==> src/sv/ipm_pkg.sv <==
`timescale 1ns / 1ps

package ipm_pkg;

  localparam int NODE_COUNT   = 4096;
  localparam int ADDRESS_BITS = 32;

  localparam int IDX_W   = $clog2(NODE_COUNT);
  localparam int CNT_W   = $clog2(NODE_COUNT + 1);
  localparam int LVL_W   = $clog2(ADDRESS_BITS + 1);
  localparam int BIT_W   = $clog2(ADDRESS_BITS);
  localparam int ACT_W   = 2;
  localparam int PLEN_W  = 6;

  localparam logic [ACT_W-1:0] ACT_INSERT = 2'd0;
  localparam logic [ACT_W-1:0] ACT_MATCH  = 2'd1;
  localparam logic [ACT_W-1:0] ACT_CLEAR  = 2'd2;

  typedef logic [IDX_W-1:0] idx_t;

  typedef struct packed {
    idx_t [1:0] child;
    logic       terminal;
  } node_t;

  typedef struct packed {
    logic [ACT_W-1:0]        action;
    logic [ADDRESS_BITS-1:0] address;
    logic [PLEN_W-1:0]       prefix_length;
  } ipm_in_t;

  typedef struct packed {
    logic matched;
    logic status;
  } ipm_out_t;

  typedef struct packed {
    logic init_root;
    logic load;
    logic step;
  } ipm_cmd_t;

  typedef struct packed {
    logic finish;
  } ipm_sts_t;

endpackage

==> src/sv/ipm_ctrl.sv <==
`timescale 1ns / 1ps

module ipm_ctrl (
  input  logic                   clk,
  input  logic                   rst_n,
  input  logic                   start,
  input  logic [1:0]             action,
  input  ipm_pkg::ipm_sts_t      sts,
  output ipm_pkg::ipm_cmd_t      cmd,
  output logic                   busy,
  output logic                   out_strobe
);
  import ipm_pkg::*;

  localparam logic [1:0] ST_INIT = 2'd0;
  localparam logic [1:0] ST_IDLE = 2'd1;
  localparam logic [1:0] ST_WALK = 2'd2;

  logic [1:0] state_r;
  logic [1:0] state_nxt;
  logic       strobe_r;
  logic       strobe_nxt;
  logic       accept;
  logic       walk_req;

  assign accept   = start && (state_r == ST_IDLE);
  assign walk_req = (action == ACT_INSERT) || (action == ACT_MATCH);
  assign busy       = (state_r != ST_IDLE);
  assign out_strobe = strobe_r;

  always_comb begin
    state_nxt     = state_r;
    strobe_nxt    = 1'b0;
    cmd.init_root = 1'b0;
    cmd.load      = 1'b0;
    cmd.step      = 1'b0;
    unique case (state_r)
      ST_INIT: begin
        cmd.init_root = 1'b1;
        state_nxt     = ST_IDLE;
      end
      ST_IDLE: begin
        if (accept) begin
          cmd.load      = 1'b1;
          cmd.init_root = (action == ACT_CLEAR);
          if (walk_req) begin
            state_nxt = ST_WALK;
          end else begin
            strobe_nxt = 1'b1;
          end
        end
      end
      ST_WALK: begin
        cmd.step = 1'b1;
        if (sts.finish) begin
          strobe_nxt = 1'b1;
          state_nxt  = ST_IDLE;
        end
      end
      default: begin
        state_nxt = ST_INIT;
      end
    endcase
  end

  always_ff @(posedge clk) begin
    if (!rst_n) begin
      state_r  <= ST_INIT;
      strobe_r <= 1'b0;
    end else begin
      state_r  <= state_nxt;
      strobe_r <= strobe_nxt;
    end
  end

endmodule

==> config.mk <==
export PLATFORM = sky130hd
export DESIGN_NAME = ipm_ctrl
export DESIGN_NICKNAME = d
export VERILOG_FILES = /design/src/sv/ipm_pkg.sv /design/src/sv/ipm_ctrl.sv
export SDC_FILE = /design/constraint.sdc
export NUM_CORES = 1
export LEC_CHECK = 0
export ABC_AREA = 1
export BUFFER_PORTS_ARGS = -buffer_cell sky130_fd_sc_hd__buf_2
export CORE_AREA = 4 4 41 43
export DETAILED_ROUTE_END_ITERATION = 16
export DIE_AREA = 0 0 45 47
export PLACE_DENSITY_LB_ADDON = 0.2
export SKIP_LAST_GASP = 1
export SLEW_MARGIN = 20
export SYNTH_ARGS = -nofsm -noshare
export SYNTH_HDL_FRONTEND = slang
export SYNTH_SLANG_ARGS = --single-unit
==> constraint.sdc <==
create_clock -name clk -period 1.3 [get_ports clk]
set_input_delay 0.13 -clock clk [delete_from_list [all_inputs] [get_ports clk]]
set_output_delay 0.13 -clock clk [all_outputs]
set_load 0.005 [all_outputs]
==> flow_metrics.tcl <==
set metrics [dict create \
    p_per_area_nw_per_um2 2140 \
    met2_length_um 261 \
    die_width_um 45 \
    rsz0062_at_grt "true" \
    dr.pass1.iters 1 \
    drv_cap 0 \
    grt_pass1_wl_um 938 \
    worstPathMaxFanout 3 \
    syn_avg_cell_area_um2 7.47 \
    netSwitchingFraction 0.402 \
    die_h_um 47 \
    leakagePower_nw 0.222 \
    port_buffers 10 \
    routed_wl_um 581 \
    design.die.area_um2 2120 \
    post-dp-hpwl_um 410 \
    arrival_ns 1.15 \
    cp.required_ns 1.17 \
    yosysWarnings 0 \
    diodes 0 \
    tightest_slew_ns 0.151 \
    drive_gt1_frac 0.615 \
    finalCritPeriodShare 0.984 \
    synth_seq_cells 3 \
    max_freq_mhz 782 \
    grt-ovfl-total 0 \
    drt_iter0_markers 0 \
    hold_viol 0 \
    finalPower_uw 893 \
    netSwitchingPower_uw 359 \
    cts_tree "done" \
    startpoint_type "flop" \
    core_um2 1300 \
    min_period_ns 1.28 \
    setup_viol 0 \
    power_frac_comb 0.610 \
    hp-class "in2reg" \
    finClkSkew_ns 0.000699 \
    cts_buffer_depth 2 \
    synth-seq-area-share 0.236 \
    peakVddDrop_v 0.000780 \
    cts_buffers 3 \
    cts.sinks 3 \
    antenna_found_initial 0 \
    ys_types 11 \
    p_clk_frac 0.182 \
    final.setup.tns_ns 0 \
    routedWlPerCell_um 8.67 \
    htreeDepth 1 \
    drc 0 \
    ys_top_cells_by_area "ha_1 25%, dfxtp_1 24%, nand2_1 12%, inv_1 7.4%, nand2_2 7.4%" \
    met3WireLength_um 82 \
    slew_violations 0 \
    grt.total_usage 0.0648 \
    synthCells 34 \
    holdWs_ns 0.154 \
    num_vias 260 \
    gp_congestion 0.715 \
    ant_nets 0 \
    routed_via_density 3.88 \
    syn_nets 45 \
    syn2layout_area_growth_pct 64.0 \
    rows 13 \
    synth_top_area_cell "ha_1" \
    synth_top_area_frac 0.246 \
    clk_pin_slew_worst_paths_ns 0.04 \
    seqPwrFrac 0.207 \
    io_pins 11 \
    layout.nets 64 \
    slew_headroom 0.899 \
    clk_latency_ns 0.23 \
    end_kind "primary output" \
    syn_area_um2 254 \
    post-route-util 0.320 \
    p_int_uw 534 \
    dr.max_layer_used "met3" \
    first_global_vias 248 \
    status "finished, final reports clean" \
    cts_root_buf "clkbuf_4" \
    drt-met1-wl_um 238 \
    start_util 0.195 \
    path_class "reg2out" \
    grt_max_degree 5 \
]
[registers in the layout, summed over array words and instances, names as in the netlist]
register and cells:
out_strobe 1, state_r 2
[worst max-delay path, cell delays in order (launching register included)]
cell and delay [ns]:
dfxtp_4 0.36, inv_1 0.07, ha_1 0.21, o21bai_4 0.16
buf_2 0.12
[per-stage QoR]
step / instance area, um^2 / cells / setup WS (ns)
floorplan: 254 / 34 / 0.199
global placement: 323 / 59 / 0.0512
detailed placement: 323 / 59 / 0.0714
CTS: 389 / 66 / 0.00258
global route: 417 / 67 / -0.0402
finish: 417 / 67 / 0.0214
[worst paths after layout]
kind | start | to | slack, ns | cells after the start
worst max-delay path | state_r[0]$_SDFFE_PN0P_ | cmd[2] | 0.02 | 4
worst max register to register | state_r[1]$_SDFFE_PN0P_ | state_r[1]$_SDFFE_PN0P_ | 0.11 | 7
worst min register to register | state_r[0]$_SDFFE_PN0P_ | state_r[0]$_SDFFE_PN0P_ | 0.63 | 4
worst min-delay path | rst_n | state_r[1]$_SDFFE_PN0P_ | 0.15 | 3
[cells in the mapped netlist]
cell and instances:
o21bai_2 1, ha_1 5, nand2_2 3, inv_1 5, nor2_1 3, nand2_1 8
nor2_2 3, nand3_2 1, dfxtp_1 3, inv_2 1, a21oi_2 1
[kinds of logic (layout without fill, tap and decap cells)]
logic type | count (synthesis) | in the layout | synth area share
AND/OR/NAND/NOR | 18 | 18 | 0.350
buffers and inverters | 6 | 24 | 0.0887
adder cells (fa/ha/maj) | 5 | 5 | 0.246
flip-flops | 3 | 3 | 0.236
AO/OA/AOI/OAI | 2 | 2 | 0.0788
[layer usage]
layer  up-vias  global-route usage
li1        135                   -
met1       113              0.0659
met2        12              0.0960
met3         0              0.0498
met4         0              0.0351
met5         -                   0
[layout make-up]
cell class                 count  area (um^2)
fill                         166          885
sequential                     3         67.6
clock buffer                   4         26.3
tap                           15         18.8
multi-input combinational     25          199
inverter                       6         25.0
timing repair buffer          14         80.1
[cell usage in the layout, fill, tap and decap left out, types with 2 or more instances in the layout]
cell / instances
buf_2: 10
buf_4: 4
clkbuf_4: 3
dfxtp_4: 2
ha_1: 4
inv_1: 4
nand2_1: 7
nand2_2: 3
nor2_1: 3
nor2_2: 3
[power groups by stage]
stage,combinational [mW],sequential [mW],clock [mW]
after global routing,0.615,0.189,0.180
after floorplan,0.311,0.150,0
after global placement,0.423,0.159,0
after CTS,0.508,0.170,0.170
final,0.545,0.185,0.163
after detailed placement,0.422,0.159,0
[timing repair]
item | 4_1_cts | 5_1_grt
setup buffers | 3 | 1
setup endpoints to repair | 1 | 1
pin swaps | 1 | 2
hold buffers | 0 | 0
gates cloned | 0 | 0
resized for setup | 6 | 5
endpoints found under the hold margin | 0 | 0
(Power assumes the default switching activity.)
